==> src/yuvrgb_pkg.sv <==
package yuvrgb_pkg;

    // Default fraction bits of the normalized samples and coefficients (Q2.FRAC_BITS)
    localparam int FRAC_BITS = 16;

    localparam int SAMPLE_W = 16;
    localparam int PIXEL_W  = 8;
    localparam int CHANNELS = 3;

    localparam int IN_DATA_W  = 48;
    localparam int OUT_DATA_W = 24;

    // Pipeline split: normalizer stages, then matrix and output stages
    localparam int NORM_STAGES = 4;
    localparam int MAT_STAGES  = 3;
    localparam int STAGES      = NORM_STAGES + MAT_STAGES;

    // Smallest divisor is the 8-bit limited span (239), at least 2^7
    localparam int DEN_MIN_LOG2 = 7;

    localparam int CFG_IDX_W  = 2;
    localparam int CFG_DATA_W = 2;

    localparam logic [CFG_IDX_W-1:0] CFG_SAMPLE_FORMAT = 2'd0;
    localparam logic [CFG_IDX_W-1:0] CFG_RANGE_LIMITED = 2'd1;
    localparam logic [CFG_IDX_W-1:0] CFG_MATRIX_SELECT = 2'd2;

    localparam logic [1:0] FMT_8BIT  = 2'd0;
    localparam logic [1:0] FMT_10BIT = 2'd1;
    localparam logic [1:0] FMT_16BIT = 2'd2;

    localparam logic [1:0] MAT_BT601  = 2'd0;
    localparam logic [1:0] MAT_BT709  = 2'd1;
    localparam logic [1:0] MAT_BT2020 = 2'd2;

    localparam logic [SAMPLE_W-1:0] MASK_8  = 16'h00FF;
    localparam logic [SAMPLE_W-1:0] MASK_10 = 16'h03FF;
    localparam logic [SAMPLE_W-1:0] MASK_16 = 16'hFFFF;

    localparam int SAMPLE_MAX_8  = 255;
    localparam int SAMPLE_MAX_10 = 1023;
    localparam int SAMPLE_MAX_16 = 65535;

    localparam int LUMA_OFS_8  = 16;
    localparam int LUMA_OFS_10 = 64;
    localparam int LUMA_OFS_16 = 4096;

    localparam int CHROMA_MID_8  = 128;
    localparam int CHROMA_MID_10 = 512;
    localparam int CHROMA_MID_16 = 32768;

    localparam int SPAN_8  = SAMPLE_MAX_8 - LUMA_OFS_8;
    localparam int SPAN_10 = SAMPLE_MAX_10 - LUMA_OFS_10;
    localparam int SPAN_16 = SAMPLE_MAX_16 - LUMA_OFS_16;

    // Matrix coefficients scaled by COEF_SCALE: Cr->R, Cb->G, Cr->G, Cb->B
    localparam longint COEF_SCALE = 100000;

    localparam longint K601_RV = 140200;
    localparam longint K601_GU = 34414;
    localparam longint K601_GV = 71414;
    localparam longint K601_BU = 177200;

    localparam longint K709_RV = 157480;
    localparam longint K709_GU = 18732;
    localparam longint K709_GV = 46812;
    localparam longint K709_BU = 185560;

    localparam longint K2020_RV = 147460;
    localparam longint K2020_GU = 16455;
    localparam longint K2020_GV = 57135;
    localparam longint K2020_BU = 188140;

    typedef struct packed {
        logic [1:0] sample_format;
        logic       range_limited;
        logic [1:0] matrix_select;
    } cfg_t;

endpackage

==> src/yuvrgb_norm.sv <==
module yuvrgb_norm #(
    parameter int FRAC_BITS = yuvrgb_pkg::FRAC_BITS
) (
    input  logic                                    aclk,
    input  logic [yuvrgb_pkg::NORM_STAGES-1:0]      stage_en,
    input  yuvrgb_pkg::cfg_t                        cfg,
    input  logic [yuvrgb_pkg::SAMPLE_W-1:0]         sample_in [yuvrgb_pkg::CHANNELS],
    output logic signed [FRAC_BITS+1:0]             norm_out  [yuvrgb_pkg::CHANNELS]
);

    localparam int MW  = yuvrgb_pkg::SAMPLE_W;
    localparam int NCH = yuvrgb_pkg::CHANNELS;
    localparam int K   = MW + 1;
    localparam int RW  = FRAC_BITS + K - yuvrgb_pkg::DEN_MIN_LOG2;
    localparam int QW  = FRAC_BITS + 1;
    localparam int VW  = FRAC_BITS + 2;
    localparam int TW  = MW + FRAC_BITS + 1;
    localparam int RMW = MW + 1;
    localparam int R2W = MW + 2;
    localparam int PW  = MW + RW;

    localparam logic [63:0] SCALE = 64'd1 << (FRAC_BITS + K);

    localparam logic [RW-1:0] REC_FULL_8   = RW'(SCALE / 64'(yuvrgb_pkg::SAMPLE_MAX_8));
    localparam logic [RW-1:0] REC_FULL_10  = RW'(SCALE / 64'(yuvrgb_pkg::SAMPLE_MAX_10));
    localparam logic [RW-1:0] REC_FULL_16  = RW'(SCALE / 64'(yuvrgb_pkg::SAMPLE_MAX_16));
    localparam logic [RW-1:0] REC_LIM_8    = RW'(SCALE / 64'(yuvrgb_pkg::SPAN_8));
    localparam logic [RW-1:0] REC_LIM_10   = RW'(SCALE / 64'(yuvrgb_pkg::SPAN_10));
    localparam logic [RW-1:0] REC_LIM_16   = RW'(SCALE / 64'(yuvrgb_pkg::SPAN_16));

    localparam logic signed [VW-1:0] HALF_UNIT = VW'(64'd1 << (FRAC_BITS - 1));

    // divisor selection (the user must keep the configuration static while items are in flight; not enforced here)
    logic [MW-1:0]  mask_sel;
    logic [MW-1:0]  luma_ofs;
    logic [MW-1:0]  chroma_ofs;
    logic [MW-1:0]  den;
    logic [R2W-1:0] den3;
    logic [RW-1:0]  rec;

    logic [MW-1:0]  mag0_reg  [NCH];
    logic [MW-1:0]  mag0_next [NCH];
    logic           neg0_reg  [NCH];
    logic           neg0_next [NCH];

    logic [QW-1:0]  qe1_reg   [NCH];
    logic [QW-1:0]  qe1_next  [NCH];
    logic [MW-1:0]  mag1_reg  [NCH];
    logic           neg1_reg  [NCH];

    logic [QW-1:0]  qe2_reg   [NCH];
    logic [RMW-1:0] rem2_reg  [NCH];
    logic [RMW-1:0] rem2_next [NCH];
    logic           neg2_reg  [NCH];

    logic signed [VW-1:0] norm_reg  [NCH];
    logic signed [VW-1:0] norm_next [NCH];

    always_comb begin
        case (cfg.sample_format)
            yuvrgb_pkg::FMT_8BIT: begin
                mask_sel   = yuvrgb_pkg::MASK_8;
                luma_ofs   = MW'(yuvrgb_pkg::LUMA_OFS_8);
                chroma_ofs = MW'(yuvrgb_pkg::CHROMA_MID_8);
                den        = cfg.range_limited ? MW'(yuvrgb_pkg::SPAN_8)
                                               : MW'(yuvrgb_pkg::SAMPLE_MAX_8);
                rec        = cfg.range_limited ? REC_LIM_8 : REC_FULL_8;
            end
            yuvrgb_pkg::FMT_10BIT: begin
                mask_sel   = yuvrgb_pkg::MASK_10;
                luma_ofs   = MW'(yuvrgb_pkg::LUMA_OFS_10);
                chroma_ofs = MW'(yuvrgb_pkg::CHROMA_MID_10);
                den        = cfg.range_limited ? MW'(yuvrgb_pkg::SPAN_10)
                                               : MW'(yuvrgb_pkg::SAMPLE_MAX_10);
                rec        = cfg.range_limited ? REC_LIM_10 : REC_FULL_10;
            end
            default: begin
                mask_sel   = yuvrgb_pkg::MASK_16;
                luma_ofs   = MW'(yuvrgb_pkg::LUMA_OFS_16);
                chroma_ofs = MW'(yuvrgb_pkg::CHROMA_MID_16);
                den        = cfg.range_limited ? MW'(yuvrgb_pkg::SPAN_16)
                                               : MW'(yuvrgb_pkg::SAMPLE_MAX_16);
                rec        = cfg.range_limited ? REC_LIM_16 : REC_FULL_16;
            end
        endcase
        den3 = {2'b00, den} + {1'b0, den, 1'b0};
    end

    // Stage 0: mask, remove offset, split into sign and magnitude
    always_comb begin
        logic [MW-1:0] masked;
        logic [MW-1:0] ofs;
        logic [MW:0]   diff;
        logic [MW:0]   diff_neg;
        for (int i = 0; i < NCH; i++) begin
            masked = sample_in[i] & mask_sel;
            if (!cfg.range_limited) begin
                ofs = '0;
            end else if (i == 0) begin
                ofs = luma_ofs;
            end else begin
                ofs = chroma_ofs;
            end
            diff         = {1'b0, masked} - {1'b0, ofs};
            diff_neg     = -diff;
            neg0_next[i] = diff[MW];
            mag0_next[i] = diff[MW] ? diff_neg[MW-1:0] : diff[MW-1:0];
        end
    end

    // Stage 1: quotient estimate by reciprocal; at most one below the floor
    always_comb begin
        logic [PW-1:0] prod;
        for (int i = 0; i < NCH; i++) begin
            prod        = mag0_reg[i] * rec;
            qe1_next[i] = prod[K +: QW];
        end
    end

    // Stage 2: remainder of the estimate, lies in [0, 2*den)
    always_comb begin
        logic [TW-1:0] pd;
        logic [TW-1:0] diff;
        for (int i = 0; i < NCH; i++) begin
            pd           = qe1_reg[i] * den;
            diff         = {1'b0, mag1_reg[i], FRAC_BITS'(0)} - pd;
            rem2_next[i] = diff[RMW-1:0];
        end
    end

    // Stage 3: correct and round half up on the magnitude, restore sign; full-range chroma less one half
    always_comb begin
        logic [R2W-1:0]       rem_x2;
        logic [1:0]           inc;
        logic [QW-1:0]        q;
        logic signed [VW-1:0] qs;
        logic signed [VW-1:0] v;
        for (int i = 0; i < NCH; i++) begin
            rem_x2 = {rem2_reg[i], 1'b0};
            inc    = {1'b0, rem_x2 >= {2'b00, den}} + {1'b0, rem_x2 >= den3};
            q      = qe2_reg[i] + QW'(inc);
            qs     = $signed({1'b0, q});
            v      = neg2_reg[i] ? -qs : qs;
            if (!cfg.range_limited && i != 0) begin
                v = v - HALF_UNIT;
            end
            norm_next[i] = v;
        end
    end

    always_ff @(posedge aclk) begin
        for (int i = 0; i < NCH; i++) begin
            if (stage_en[0]) begin
                mag0_reg[i] <= mag0_next[i];
                neg0_reg[i] <= neg0_next[i];
            end
            if (stage_en[1]) begin
                qe1_reg[i]  <= qe1_next[i];
                mag1_reg[i] <= mag0_reg[i];
                neg1_reg[i] <= neg0_reg[i];
            end
            if (stage_en[2]) begin
                qe2_reg[i]  <= qe1_reg[i];
                rem2_reg[i] <= rem2_next[i];
                neg2_reg[i] <= neg1_reg[i];
            end
            if (stage_en[3]) begin
                norm_reg[i] <= norm_next[i];
            end
        end
    end

    always_comb begin
        for (int i = 0; i < NCH; i++) begin
            norm_out[i] = norm_reg[i];
        end
    end

endmodule

==> config.mk <==
export PLATFORM = sky130hd
export DESIGN_NAME = yuvrgb_norm
export DESIGN_NICKNAME = d
export VERILOG_FILES = /design/src/yuvrgb_pkg.sv /design/src/yuvrgb_norm.sv
export SDC_FILE = /design/constraint.sdc
export NUM_CORES = 2
export LEC_CHECK = 0
export ABC_CLOCK_PERIOD_IN_PS = 12520
export BUFFER_PORTS_ARGS = -buffer_cell sky130_fd_sc_hd__buf_2
export CORE_ASPECT_RATIO = 0.7
export CORE_MARGIN = 2
export CORE_UTILIZATION = 33
export DETAILED_ROUTE_END_ITERATION = 10
export PLACE_DENSITY = 0.44
export SLEW_MARGIN = 15
export SYNTH_ARGS = -nofsm -noshare
export SYNTH_HDL_FRONTEND = slang
export SYNTH_SLANG_ARGS = --single-unit
==> constraint.sdc <==
create_clock -name aclk -period 12.52 [get_ports aclk]
set_clock_uncertainty 0.1 [all_clocks]
set_input_delay 0 -clock aclk [delete_from_list [all_inputs] [get_ports aclk]]
set_output_delay 0 -clock aclk [all_outputs]
set_load 0.02 [all_outputs]
==> summary.txt <==
Run status
  • Run status: complete, no violations

Setup path
  • Reg-to-Reg Start: mag0_reg[0][20]
  • Critical path class: in2reg
  • FF-to-FF End: qe1_reg[0][33]
  • Crit path DAT: 9.07 ns
  • Worst path required time: 12.72 ns
  • Worst path slowest cell: o22ai_1
  • FF-to-FF path depth: 22
  • Worst-path fanout max: 49
  • CP most frequent cell: fa_1
  • Max incr delay on CP: 0.99 ns
  • Startpoint types: primary input
  • R2R setup slack: 4.43 ns
  • Top delay family on crit path: adder cells
  • Setup crit end kind: flop
  • Number of cells on the critical path: 28
  • Buffers & Inverters on Critical Path: 10

Die
  • Die X: 479 µm
  • Die Ht: 337 µm
  • Site Rows: 121
  • Initial core utilization: 33.4%
  • I/O pin count: 112
  • Core Footprint: 156000 µm²
  • Die area: 161000 µm²

STA
  • Crit path time final: 8.87 ns
  • Finish-stage setup viols: 0
  • Fin crit share: 70.8%
  • Headroom to the max-slew limit: 15.1%
  • Final hold vios: 0
  • Highest clock rate: 0.113 GHz
  • Slew Viols, Final: 0
  • Slew @ Worst Pin: 1.26 ns
  • Setup TNS: 0 ns
  • Unrepaired setup endpoints after global routing: no

Min path
  • Hold EP: mag0_reg[0][17]
  • HP Start: stage_en[0]
  • Hold/Removal Path Class: in2reg
  • Worst hold stages: 2

Clock tree
  • Max clock buf depth: 3
  • Clock latency on the worst-skew pair: 0.56 ns
  • Max H-tree Level: 2
  • Cts bufs inserted: 36
  • Worst-path clk slew: 0.06 ns
  • CTS tree: done
  • Post-CTS Setup Repair Bufs: 0
  • Root Driver: clkbuf_16
  • Total clock sinks: 264
  • CTS resizes: 0

Placement
  • Port-buffer cells: 109
  • Routability congestion estimate: 0.850
  • Placed insts: 7340
  • Post-DP HPWL: 126000 µm

Synth
  • Mean post-synth cell area: 9.99 µm²
  • Ys async rst share: 0%
  • #FFs+latches synth: 264
  • Sequential area share after synthesis: 15.2%
  • Post-synthesis cell type count: 86
  • Synthesized instance count: 5219
  • Top_reg_cell synth: edfxtp_1
  • Post-Synthesis Cell Area: 52100 µm²
  • Synth Net Count: 6875
  • Number of synthesized flops with an enable pin: 264
  • Warning count from the yosys run: 0

Layout
  • Final non-filler cell total: 7463
  • Area Overhead vs Synth: 9.14%
  • Commonest non-fill, non-tap cell in the layout: inv_1
  • Final core utilization: 36.4%
  • Commonest non-fill, non-tap cells in the layout: 1367 x inv_1, 981 x fa_1, 617 x ha_1
  • Share of cells above drive strength 1: 5.25%
  • Number of flip-flops in the largest register: 54
  • Final nets: 7001

Drt
  • Pre-Repair DR Iteration Count: 5
  • Routed len/inst: 20.1 µm
  • 1st-iter DRT viols: 2110
  • DRC viols: 0
  • Vias after detailed routing: 34400
  • Wirelength, routed: 150000 µm
  • Via-to-Cell Ratio: 4.61
  • Antenna Violating Nets Remaining: 0

GRT
  • Number of global-route vias before repair: 36400
  • Pin count of the biggest net entering global routing: 58
  • Gr ovfl total: 0
  • Initial antenna violation count: 14
  • First-pass GRT wire length: 233000 µm
  • GRT Util Overall: 19.1%

Run
  • Max-cap viol count: 0
==> layout make-up <==
class / count / area, µm²
Antenna cell: 4 / 10.0
Fill cell: 15900 / 99300
Inverter: 1373 / 5150
Tap cell: 2091 / 2620
Sequential cell: 264 / 7930
Multi-Input combinational cell: 3464 / 38600
Clock buffer: 41 / 941
Clock inverter: 20 / 206
Timing Repair Buffer: 206 / 1430
==> cells in the mapped netlist, drive strengths merged (5+ instances only) <==
library cell,n,share of area [%]
inv,1372,9.9
fa,981,38
ha,617,15
nand2,402,2.9
edfxtp,264,15
xnor2,251,4.2
nor2,184,1.3
and2,173,2.1
and3,98,1.2
o21ai,97,0.94
xor2,97,1.7
clkbuf,95,0.68
a21oi,94,0.92
nand3,56,0.55
nor3,50,0.49
nor2b,48,0.58
or2,43,0.52
nand2b,37,0.46
a21o,34,0.49
o21a,24,0.35
buf,23,0.25
a31oi,16,0.19
nand4,11,0.21
o21bai,11,0.16
or3,11,0.13
a211oi,10,0.14
mux2i,10,0.19
a22oi,7,0.10
o211ai,7,0.10
o31ai,7,0.11
a211o,6,0.10
a41oi,6,0.10
and4,6,0.11
nor4,5,0.089
==> worst max-delay path by stage <==
stage / endpoint / startpoint / slack (ns)
2_1_floorplan: qe1_reg[0][33] / cfg[4] / 5.29
3_5_place_dp: qe1_reg[0][33] / cfg[4] / 3.05
6_report: qe1_reg[0][33] / cfg[4] / 3.65
5_1_grt: qe1_reg[0][33] / cfg[4] / 3.25
4_1_cts: qe1_reg[0][33] / cfg[4] / 3.58
3_3_place_gp: qe1_reg[0][33] / cfg[4] / 3.11
==> through the flow <==
stage	cell area (µm²)	hold slack, ns	setup WS [ns]
2_1_floorplan	52100	-0.00113	5.29
3_3_place_gp	55200	0.123	3.11
3_5_place_dp	55200	0.122	3.05
4_1_cts	56900	0.0180	3.58
5_1_grt	56900	0.0642	3.25
6_report	56900	0.0430	3.65
==> routing by layer <==
layer | wire (µm) | GRT usage [%]
met5 | 0 | 0
met4 | 1750 | 2.43
met3 | 8710 | 3.12
met2 | 58200 | 26.2
met1 | 81500 | 31.5
==> repair_timing <==
action | in CTS | in global routing
hold buffers | 58 | 0
hold endpoints to repair | 91 | 0
setup endpoints to repair | 0 | 0
==> cells by family (layout without fill, tap and decap cells) <==
kind of cell	count (synthesis)	after routing	share of synthesized area [%]
fa+ha+maj	1598	1598	52.5
buf+inv	1491	1640	10.8
simple gates	1143	1143	10.9
compound gates	362	362	4.44
xor+xnor	348	348	5.88
flops	264	264	15.2
mux	13	13	0.257
other cells	0	4	0
Power is not shown: default switching activity piles up to over one toggle a cycle in this logic, so the estimate is an artifact.
