--- src/yuvrgb_pkg.sv ---
package yuvrgb_pkg;

    // Default fraction bits of the normalized samples and coefficients (Q2.FRAC_BITS)
    localparam int FRAC_BITS = 16;

    localparam int SAMPLE_W = 16;
    localparam int PIXEL_W  = 8;
    localparam int CHANNELS = 3;

    localparam int IN_DATA_W  = 48;
    localparam int OUT_DATA_W = 24;

    // Pipeline split: normalizer stages, then matrix and output stages
    localparam int NORM_STAGES = 4;
    localparam int MAT_STAGES  = 3;
    localparam int STAGES      = NORM_STAGES + MAT_STAGES;

    // Smallest divisor is the 8-bit limited span (239), at least 2^7
    localparam int DEN_MIN_LOG2 = 7;

    localparam int CFG_IDX_W  = 2;
    localparam int CFG_DATA_W = 2;

    localparam logic [CFG_IDX_W-1:0] CFG_SAMPLE_FORMAT = 2'd0;
    localparam logic [CFG_IDX_W-1:0] CFG_RANGE_LIMITED = 2'd1;
    localparam logic [CFG_IDX_W-1:0] CFG_MATRIX_SELECT = 2'd2;

    localparam logic [1:0] FMT_8BIT  = 2'd0;
    localparam logic [1:0] FMT_10BIT = 2'd1;
    localparam logic [1:0] FMT_16BIT = 2'd2;

    localparam logic [1:0] MAT_BT601  = 2'd0;
    localparam logic [1:0] MAT_BT709  = 2'd1;
    localparam logic [1:0] MAT_BT2020 = 2'd2;

    localparam logic [SAMPLE_W-1:0] MASK_8  = 16'h00FF;
    localparam logic [SAMPLE_W-1:0] MASK_10 = 16'h03FF;
    localparam logic [SAMPLE_W-1:0] MASK_16 = 16'hFFFF;

    localparam int SAMPLE_MAX_8  = 255;
    localparam int SAMPLE_MAX_10 = 1023;
    localparam int SAMPLE_MAX_16 = 65535;

    localparam int LUMA_OFS_8  = 16;
    localparam int LUMA_OFS_10 = 64;
    localparam int LUMA_OFS_16 = 4096;

    localparam int CHROMA_MID_8  = 128;
    localparam int CHROMA_MID_10 = 512;
    localparam int CHROMA_MID_16 = 32768;

    localparam int SPAN_8  = SAMPLE_MAX_8 - LUMA_OFS_8;
    localparam int SPAN_10 = SAMPLE_MAX_10 - LUMA_OFS_10;
    localparam int SPAN_16 = SAMPLE_MAX_16 - LUMA_OFS_16;

    // Matrix coefficients scaled by COEF_SCALE: Cr->R, Cb->G, Cr->G, Cb->B
    localparam longint COEF_SCALE = 100000;

    localparam longint K601_RV = 140200;
    localparam longint K601_GU = 34414;
    localparam longint K601_GV = 71414;
    localparam longint K601_BU = 177200;

    localparam longint K709_RV = 157480;
    localparam longint K709_GU = 18732;
    localparam longint K709_GV = 46812;
    localparam longint K709_BU = 185560;

    localparam longint K2020_RV = 147460;
    localparam longint K2020_GU = 16455;
    localparam longint K2020_GV = 57135;
    localparam longint K2020_BU = 188140;

    typedef struct packed {
        logic [1:0] sample_format;
        logic       range_limited;
        logic [1:0] matrix_select;
    } cfg_t;

endpackage

--- src/yuvrgb_matrix.sv ---
module yuvrgb_matrix #(
    parameter int FRAC_BITS = yuvrgb_pkg::FRAC_BITS
) (
    input  logic                                aclk,
    input  logic [yuvrgb_pkg::MAT_STAGES-1:0]   stage_en,
    input  yuvrgb_pkg::cfg_t                    cfg,
    input  logic signed [FRAC_BITS+1:0]         norm_in [yuvrgb_pkg::CHANNELS],
    output logic [yuvrgb_pkg::PIXEL_W-1:0]      red,
    output logic [yuvrgb_pkg::PIXEL_W-1:0]      green,
    output logic [yuvrgb_pkg::PIXEL_W-1:0]      blue
);

    localparam int NCH = yuvrgb_pkg::CHANNELS;
    localparam int PXW = yuvrgb_pkg::PIXEL_W;
    localparam int VW  = FRAC_BITS + 2;
    localparam int CW  = FRAC_BITS + 1;
    localparam int PW  = 2 * FRAC_BITS + 4;
    localparam int CLW = 2 * FRAC_BITS + 1;
    localparam int XW  = CLW + PXW;

    localparam longint UNIT = longint'(1) << FRAC_BITS;
    localparam longint HALF = yuvrgb_pkg::COEF_SCALE / 2;
    localparam longint SC   = yuvrgb_pkg::COEF_SCALE;

    localparam logic [CW-1:0] C601_RV  = CW'((yuvrgb_pkg::K601_RV * UNIT + HALF) / SC);
    localparam logic [CW-1:0] C601_GU  = CW'((yuvrgb_pkg::K601_GU * UNIT + HALF) / SC);
    localparam logic [CW-1:0] C601_GV  = CW'((yuvrgb_pkg::K601_GV * UNIT + HALF) / SC);
    localparam logic [CW-1:0] C601_BU  = CW'((yuvrgb_pkg::K601_BU * UNIT + HALF) / SC);
    localparam logic [CW-1:0] C709_RV  = CW'((yuvrgb_pkg::K709_RV * UNIT + HALF) / SC);
    localparam logic [CW-1:0] C709_GU  = CW'((yuvrgb_pkg::K709_GU * UNIT + HALF) / SC);
    localparam logic [CW-1:0] C709_GV  = CW'((yuvrgb_pkg::K709_GV * UNIT + HALF) / SC);
    localparam logic [CW-1:0] C709_BU  = CW'((yuvrgb_pkg::K709_BU * UNIT + HALF) / SC);
    localparam logic [CW-1:0] C2020_RV = CW'((yuvrgb_pkg::K2020_RV * UNIT + HALF) / SC);
    localparam logic [CW-1:0] C2020_GU = CW'((yuvrgb_pkg::K2020_GU * UNIT + HALF) / SC);
    localparam logic [CW-1:0] C2020_GV = CW'((yuvrgb_pkg::K2020_GV * UNIT + HALF) / SC);
    localparam logic [CW-1:0] C2020_BU = CW'((yuvrgb_pkg::K2020_BU * UNIT + HALF) / SC);

    localparam logic signed [PW-1:0] ONE_SUM  = PW'(64'd1 << (2 * FRAC_BITS));
    localparam logic [XW-1:0]        HALF_OUT = XW'(64'd1 << (2 * FRAC_BITS - 1));

    logic [CW-1:0] krv;
    logic [CW-1:0] kgu;
    logic [CW-1:0] kgv;
    logic [CW-1:0] kbu;

    logic signed [PW-1:0] prv_reg;
    logic signed [PW-1:0] prv_next;
    logic signed [PW-1:0] pgu_reg;
    logic signed [PW-1:0] pgu_next;
    logic signed [PW-1:0] pgv_reg;
    logic signed [PW-1:0] pgv_next;
    logic signed [PW-1:0] pbu_reg;
    logic signed [PW-1:0] pbu_next;
    logic signed [VW-1:0] luma_reg;

    logic [CLW-1:0] clamp_reg  [NCH];
    logic [CLW-1:0] clamp_next [NCH];

    logic [PXW-1:0] pix_reg  [NCH];
    logic [PXW-1:0] pix_next [NCH];

    always_comb begin
        case (cfg.matrix_select)
            yuvrgb_pkg::MAT_BT709: begin
                krv = C709_RV;
                kgu = C709_GU;
                kgv = C709_GV;
                kbu = C709_BU;
            end
            yuvrgb_pkg::MAT_BT2020: begin
                krv = C2020_RV;
                kgu = C2020_GU;
                kgv = C2020_GV;
                kbu = C2020_BU;
            end
            default: begin
                krv = C601_RV;
                kgu = C601_GU;
                kgv = C601_GV;
                kbu = C601_BU;
            end
        endcase
    end

    // Stage 0: the four chroma products
    always_comb begin
        prv_next = $signed({1'b0, krv}) * norm_in[2];
        pgu_next = $signed({1'b0, kgu}) * norm_in[1];
        pgv_next = $signed({1'b0, kgv}) * norm_in[1 + 1];
        pbu_next = $signed({1'b0, kbu}) * norm_in[1];
    end

    // Stage 1: channel sums with 2*FRAC_BITS fraction bits, clamp to [0,1]
    always_comb begin
        logic signed [PW-1:0] luma_x;
        logic signed [PW-1:0] sum [NCH];
        luma_x = PW'(luma_reg) <<< FRAC_BITS;
        sum[0] = luma_x + prv_reg;
        sum[1] = luma_x - pgu_reg - pgv_reg;
        sum[2] = luma_x + pbu_reg;
        for (int i = 0; i < NCH; i++) begin
            if (sum[i] < 0) begin
                clamp_next[i] = '0;
            end else if (sum[i] > ONE_SUM) begin
                clamp_next[i] = ONE_SUM[CLW-1:0];
            end else begin
                clamp_next[i] = sum[i][CLW-1:0];
            end
        end
    end

    // Stage 2: scale by 255 as shift and subtract, add one half, truncate
    always_comb begin
        logic [XW-1:0] scaled;
        for (int i = 0; i < NCH; i++) begin
            scaled      = {clamp_reg[i], PXW'(0)} - XW'(clamp_reg[i]) + HALF_OUT;
            pix_next[i] = scaled[2 * FRAC_BITS +: PXW];
        end
    end

    always_ff @(posedge aclk) begin
        if (stage_en[0]) begin
            prv_reg  <= prv_next;
            pgu_reg  <= pgu_next;
            pgv_reg  <= pgv_next;
            pbu_reg  <= pbu_next;
            luma_reg <= norm_in[0];
        end
        for (int i = 0; i < NCH; i++) begin
            if (stage_en[1]) begin
                clamp_reg[i] <= clamp_next[i];
            end
            if (stage_en[2]) begin
                pix_reg[i] <= pix_next[i];
            end
        end
    end

    assign red   = pix_reg[0];
    assign green = pix_reg[1];
    assign blue  = pix_reg[2];

endmodule

--- config.mk ---
export PLATFORM = sky130hd
export DESIGN_NAME = yuvrgb_matrix
export DESIGN_NICKNAME = d
export VERILOG_FILES = /design/src/yuvrgb_pkg.sv /design/src/yuvrgb_matrix.sv
export SDC_FILE = /design/constraint.sdc
export NUM_CORES = 2
export LEC_CHECK = 0
export BUFFER_PORTS_ARGS = -buffer_cell sky130_fd_sc_hd__buf_2
export CORE_AREA = 8 8 306 308
export DETAILED_ROUTE_END_ITERATION = 10
export DIE_AREA = 0 0 314 316
export GPL_TIMING_DRIVEN = 0
export PLACE_DENSITY = 0.76
export SYNTH_ARGS = -nofsm -noshare
export SYNTH_HDL_FRONTEND = slang
export SYNTH_SLANG_ARGS = --single-unit
--- constraint.sdc ---
create_clock -name aclk -period 20.7 [get_ports aclk]
set_clock_uncertainty 0.1 [all_clocks]
set_input_delay 2.07 -clock aclk [delete_from_list [all_inputs] [get_ports aclk]]
set_output_delay 2.07 -clock aclk [all_outputs]
set_load 0.02 [all_outputs]
==> parameters.txt <==
Parameter                              Value

Status
  Status ... finished clean

Layout
  Fraction of final layout cells with drive strength greater than 1 ... 3.26%
  Net count of the finished layout ... 7,147
  Synthesis-to-layout area growth ... 5.89%
  Flip-flop count of the largest register after layout ... 99
  Number of standard cells in the final layout excluding fillers ... 6,615

STA
  Fin crit share ... 56.6%
  Sum of negative setup slack ... 0 ns
  RSZ-0062 raised after global routing ... no
  Final number of hold-violating endpoints ... 0
  Maximum frequency from static timing analysis ... 85.4 MHz
  Min Tclk post-route ... 11.71 ns
  Endpoints failing setup ... 0
  Slew at the pin closest to its max-slew limit ... 1.39 ns
  Headroom to the max-slew limit ... 7.21%
  Number of max-slew violations in the final report ... 0

Clock network
  Gates resized, CTS repair ... 0
  TritonCTS Buffers ... 34
  Hold-fix buffers at CTS ... 0
  Post CTS Setup Buffer Count ... 0
  Clock latency of the later-clocked register in the worst-skew pair ... 0.56 ns
  Clock tree from TritonCTS ... done
  Total clock sinks ... 281
  Number of H-tree levels ... 2
  Clock Tree Root ... sky130_fd_sc_hd__clkbuf_16
  Clock transition at path regs ... 0.06 ns
  Maximum clock path buffer count ... 3

Critical path
  Worst Setup Path Type ... input pin to flip-flop
  Critical path required time ... 20.84 ns
  Highest net fanout along the worst path ... 10
  Critical Path Source ... cfg[0]
  Crit end category ... flip-flop
  Crit path launch type ... input pin
  Worst R2R Start ... pgu_reg[1]
  WP data arrival ... 11.85 ns
  Path depth of the worst reg2reg path ... 15

Die
  IO Count ... 87
  Die extent in y ... 316 um
  Horizontal die dimension ... 314 um
  Die Outline Area ... 99,200 um^2
  Area of the core ... 89,000 um^2
  Initial core utilization ... 59.2%
  Placement row count ... 110

Yosys
  Dominant synthesized flop cell ... sky130_fd_sc_hd__edfxtp_1
  Number of warning messages in the yosys log ... 0
  Area share of the leading cell type in the synthesized netlist ... 33.9%
  Cell count after synthesis ... 5,269
  EDFF count, synth ... 281
  Synthesis-stage register bit count ... 281
  Netlist area before placement ... 52,700 um^2
  Avg Cell Area, Syn ... 10.0 um^2
  Share of the yosys chip area belonging to registers ... 16.0%
  Number of distinct library cell variants in the gate-level netlist after synthesis ... 89
  Share of flip-flops with an asynchronous set or reset after synthesis ... 0%
  Post-synth top area cell ... sky130_fd_sc_hd__fa_1
  Largest cells by area after synthesis ... sky130_fd_sc_hd__fa_1 34%, sky130_fd_sc_hd__ha_1 19%, sky130_fd_sc_hd__edfxtp_1 16%

Job
  Total of max-cap violations ... 0

GRT
  First-pass GRT wire length ... 216,000 um
  Vias in the first global route ... 38,700
  Maximum number of pins on one net before global-route repair ... 125
  Global Route Usage Sum ... 28.3%
  Antenna violations before repair ... 14
  Remaining Overflow, GRT ... 0

Drt
  Iteration count of the initial detailed-routing pass ... 7
  Detailed-route DRC error count ... 0
  Vias per Instance ... 5.61
  Count of routing violations after the opening detailed-route iteration ... 2,721
  ANT nets after route ... 0
  Detailed-route via count ... 37,100
  Routed wire length per instance ... 21.0 um
  Overall routed net length ... 139,000 um

Min path
  Min-Delay Path Class ... flip-flop to flip-flop
  Count of cells along the worst hold path ... 2
  Hold Path Origin ... pbu_reg[8]

Placed design
  Routability cong. ... 1.01
  IO Port Bufs ... 83
  Number of cells in the design after placement ... 6,546
  Post-DP HPWL ... 122,000 um
## per-layer routing
metal	GRT usage (%)	share of wire, %	wire [um]
met1	37.5	42	57800
met2	45.7	46	63700
met3	6.98	8.8	12200
met4	9.32	3.6	5050
met5	0	0.052	72
## synthesized netlist by cell type (27+ instances only)
master and number:
sky130_fd_sc_hd__inv_1 1474, sky130_fd_sc_hd__fa_1 894, sky130_fd_sc_hd__ha_1 784, sky130_fd_sc_hd__edfxtp_1 281
sky130_fd_sc_hd__nor2_1 239, sky130_fd_sc_hd__nand2_1 226, sky130_fd_sc_hd__a21oi_1 167, sky130_fd_sc_hd__xnor2_1 143
sky130_fd_sc_hd__o21ai_0 100, sky130_fd_sc_hd__nand2b_1 99, sky130_fd_sc_hd__a21o_1 86, sky130_fd_sc_hd__a211oi_1 59
sky130_fd_sc_hd__clkbuf_1 59, sky130_fd_sc_hd__nor3_1 57, sky130_fd_sc_hd__xor2_1 51, sky130_fd_sc_hd__and2_1 50
sky130_fd_sc_hd__o21a_1 46, sky130_fd_sc_hd__nand3_1 45, sky130_fd_sc_hd__and3_1 33, sky130_fd_sc_hd__nor2b_1 30
sky130_fd_sc_hd__nand4_1 27
## metrics by stage
| stage | hold slack [ns] | cell area (um^2) | utilization, % | worst slack, ns |
|---|---|---|---|---|
| 6_report | 0.482 | 55800 | 62.7 | 8.99 |
| 2_1_floorplan | 0.433 | 52800 | - | 11.62 |
| 3_3_place_gp | 0.458 | 54700 | 61.4 | 8.69 |
| 4_1_cts | 0.487 | 55800 | 62.7 | 9.21 |
| 3_5_place_dp | 0.472 | 54700 | 61.5 | 8.67 |
| 5_1_grt | 0.511 | 55800 | 62.7 | 8.73 |
## cell type report
cell class | instances | area, um^2
Fill cell | 7314 | 33200
Clock buffer | 38 | 887
Antenna cell | 8 | 20.0
Multi-Input combinational cell | 3464 | 38600
Buffer | 66 | 256
Inverter | 1474 | 5530
Clock inverter | 23 | 183
Tap cell | 1176 | 1470
Sequential cell | 281 | 8440
Timing Repair Buffer | 85 | 483
## placed cells by master (no fill, tap or decap), drive strengths merged, types with 60 or more instances in the layout
| cell | synthesis | layout |
|---|---|---|
| edfxtp | 281 | 281 |
| buf | 7 | 92 |
| a21oi | 169 | 169 |
| nand2b | 99 | 99 |
| ha | 784 | 784 |
| inv | 1474 | 1476 |
| nor2 | 239 | 239 |
| o21ai | 107 | 107 |
| nand2 | 227 | 227 |
| xnor2 | 143 | 143 |
| a211oi | 60 | 60 |
| clkbuf | 59 | 97 |
| fa | 894 | 894 |
| a21o | 86 | 86 |
## critical path, stage by stage
cell	delay, ns
sky130_fd_sc_hd__buf_2	0.11
sky130_fd_sc_hd__inv_1	0.06
sky130_fd_sc_hd__ha_1	0.32
sky130_fd_sc_hd__clkbuf_1	0.79
sky130_fd_sc_hd__clkbuf_1	0.87
sky130_fd_sc_hd__clkbuf_1	0.81
sky130_fd_sc_hd__nand2_1	0.39
sky130_fd_sc_hd__inv_1	0.26
sky130_fd_sc_hd__fa_1	0.46
sky130_fd_sc_hd__inv_1	0.10
sky130_fd_sc_hd__fa_1	0.38
sky130_fd_sc_hd__inv_1	0.08
sky130_fd_sc_hd__fa_1	0.46
sky130_fd_sc_hd__fa_1	0.48
sky130_fd_sc_hd__fa_1	0.52
sky130_fd_sc_hd__inv_1	0.05
sky130_fd_sc_hd__fa_1	0.47
sky130_fd_sc_hd__inv_1	0.04
sky130_fd_sc_hd__ha_1	0.36
sky130_fd_sc_hd__nand3_1	0.21
sky130_fd_sc_hd__nor3_1	0.14
sky130_fd_sc_hd__a32oi_1	0.21
sky130_fd_sc_hd__nand2_1	0.26
sky130_fd_sc_hd__o41ai_1	0.88
sky130_fd_sc_hd__o211ai_1	0.28
sky130_fd_sc_hd__a21o_1	0.21
sky130_fd_sc_hd__a21oi_1	0.18
sky130_fd_sc_hd__xnor2_1	0.39
## worst paths after layout
path,endpoint,slack [ns]
min,clamp_reg[0][74],0.48
max,pbu_reg[35],8.99
min reg2reg,clamp_reg[0][74],0.48
max reg2reg,clamp_reg[0][58],15.86
## kinds of logic after synthesis
family	after synthesis	synth area share, %
compound gates	653	8.45
xor+xnor	194	3.22
fa+ha+maj	1678	52.6
buf+inv	1540	11.0
flops	281	16.0
mux	11	0.214
other cells	2	0.0142
simple gates	910	8.56
Power is not shown: default switching activity piles up to over one toggle a cycle in this logic, so the estimate is an artifact.
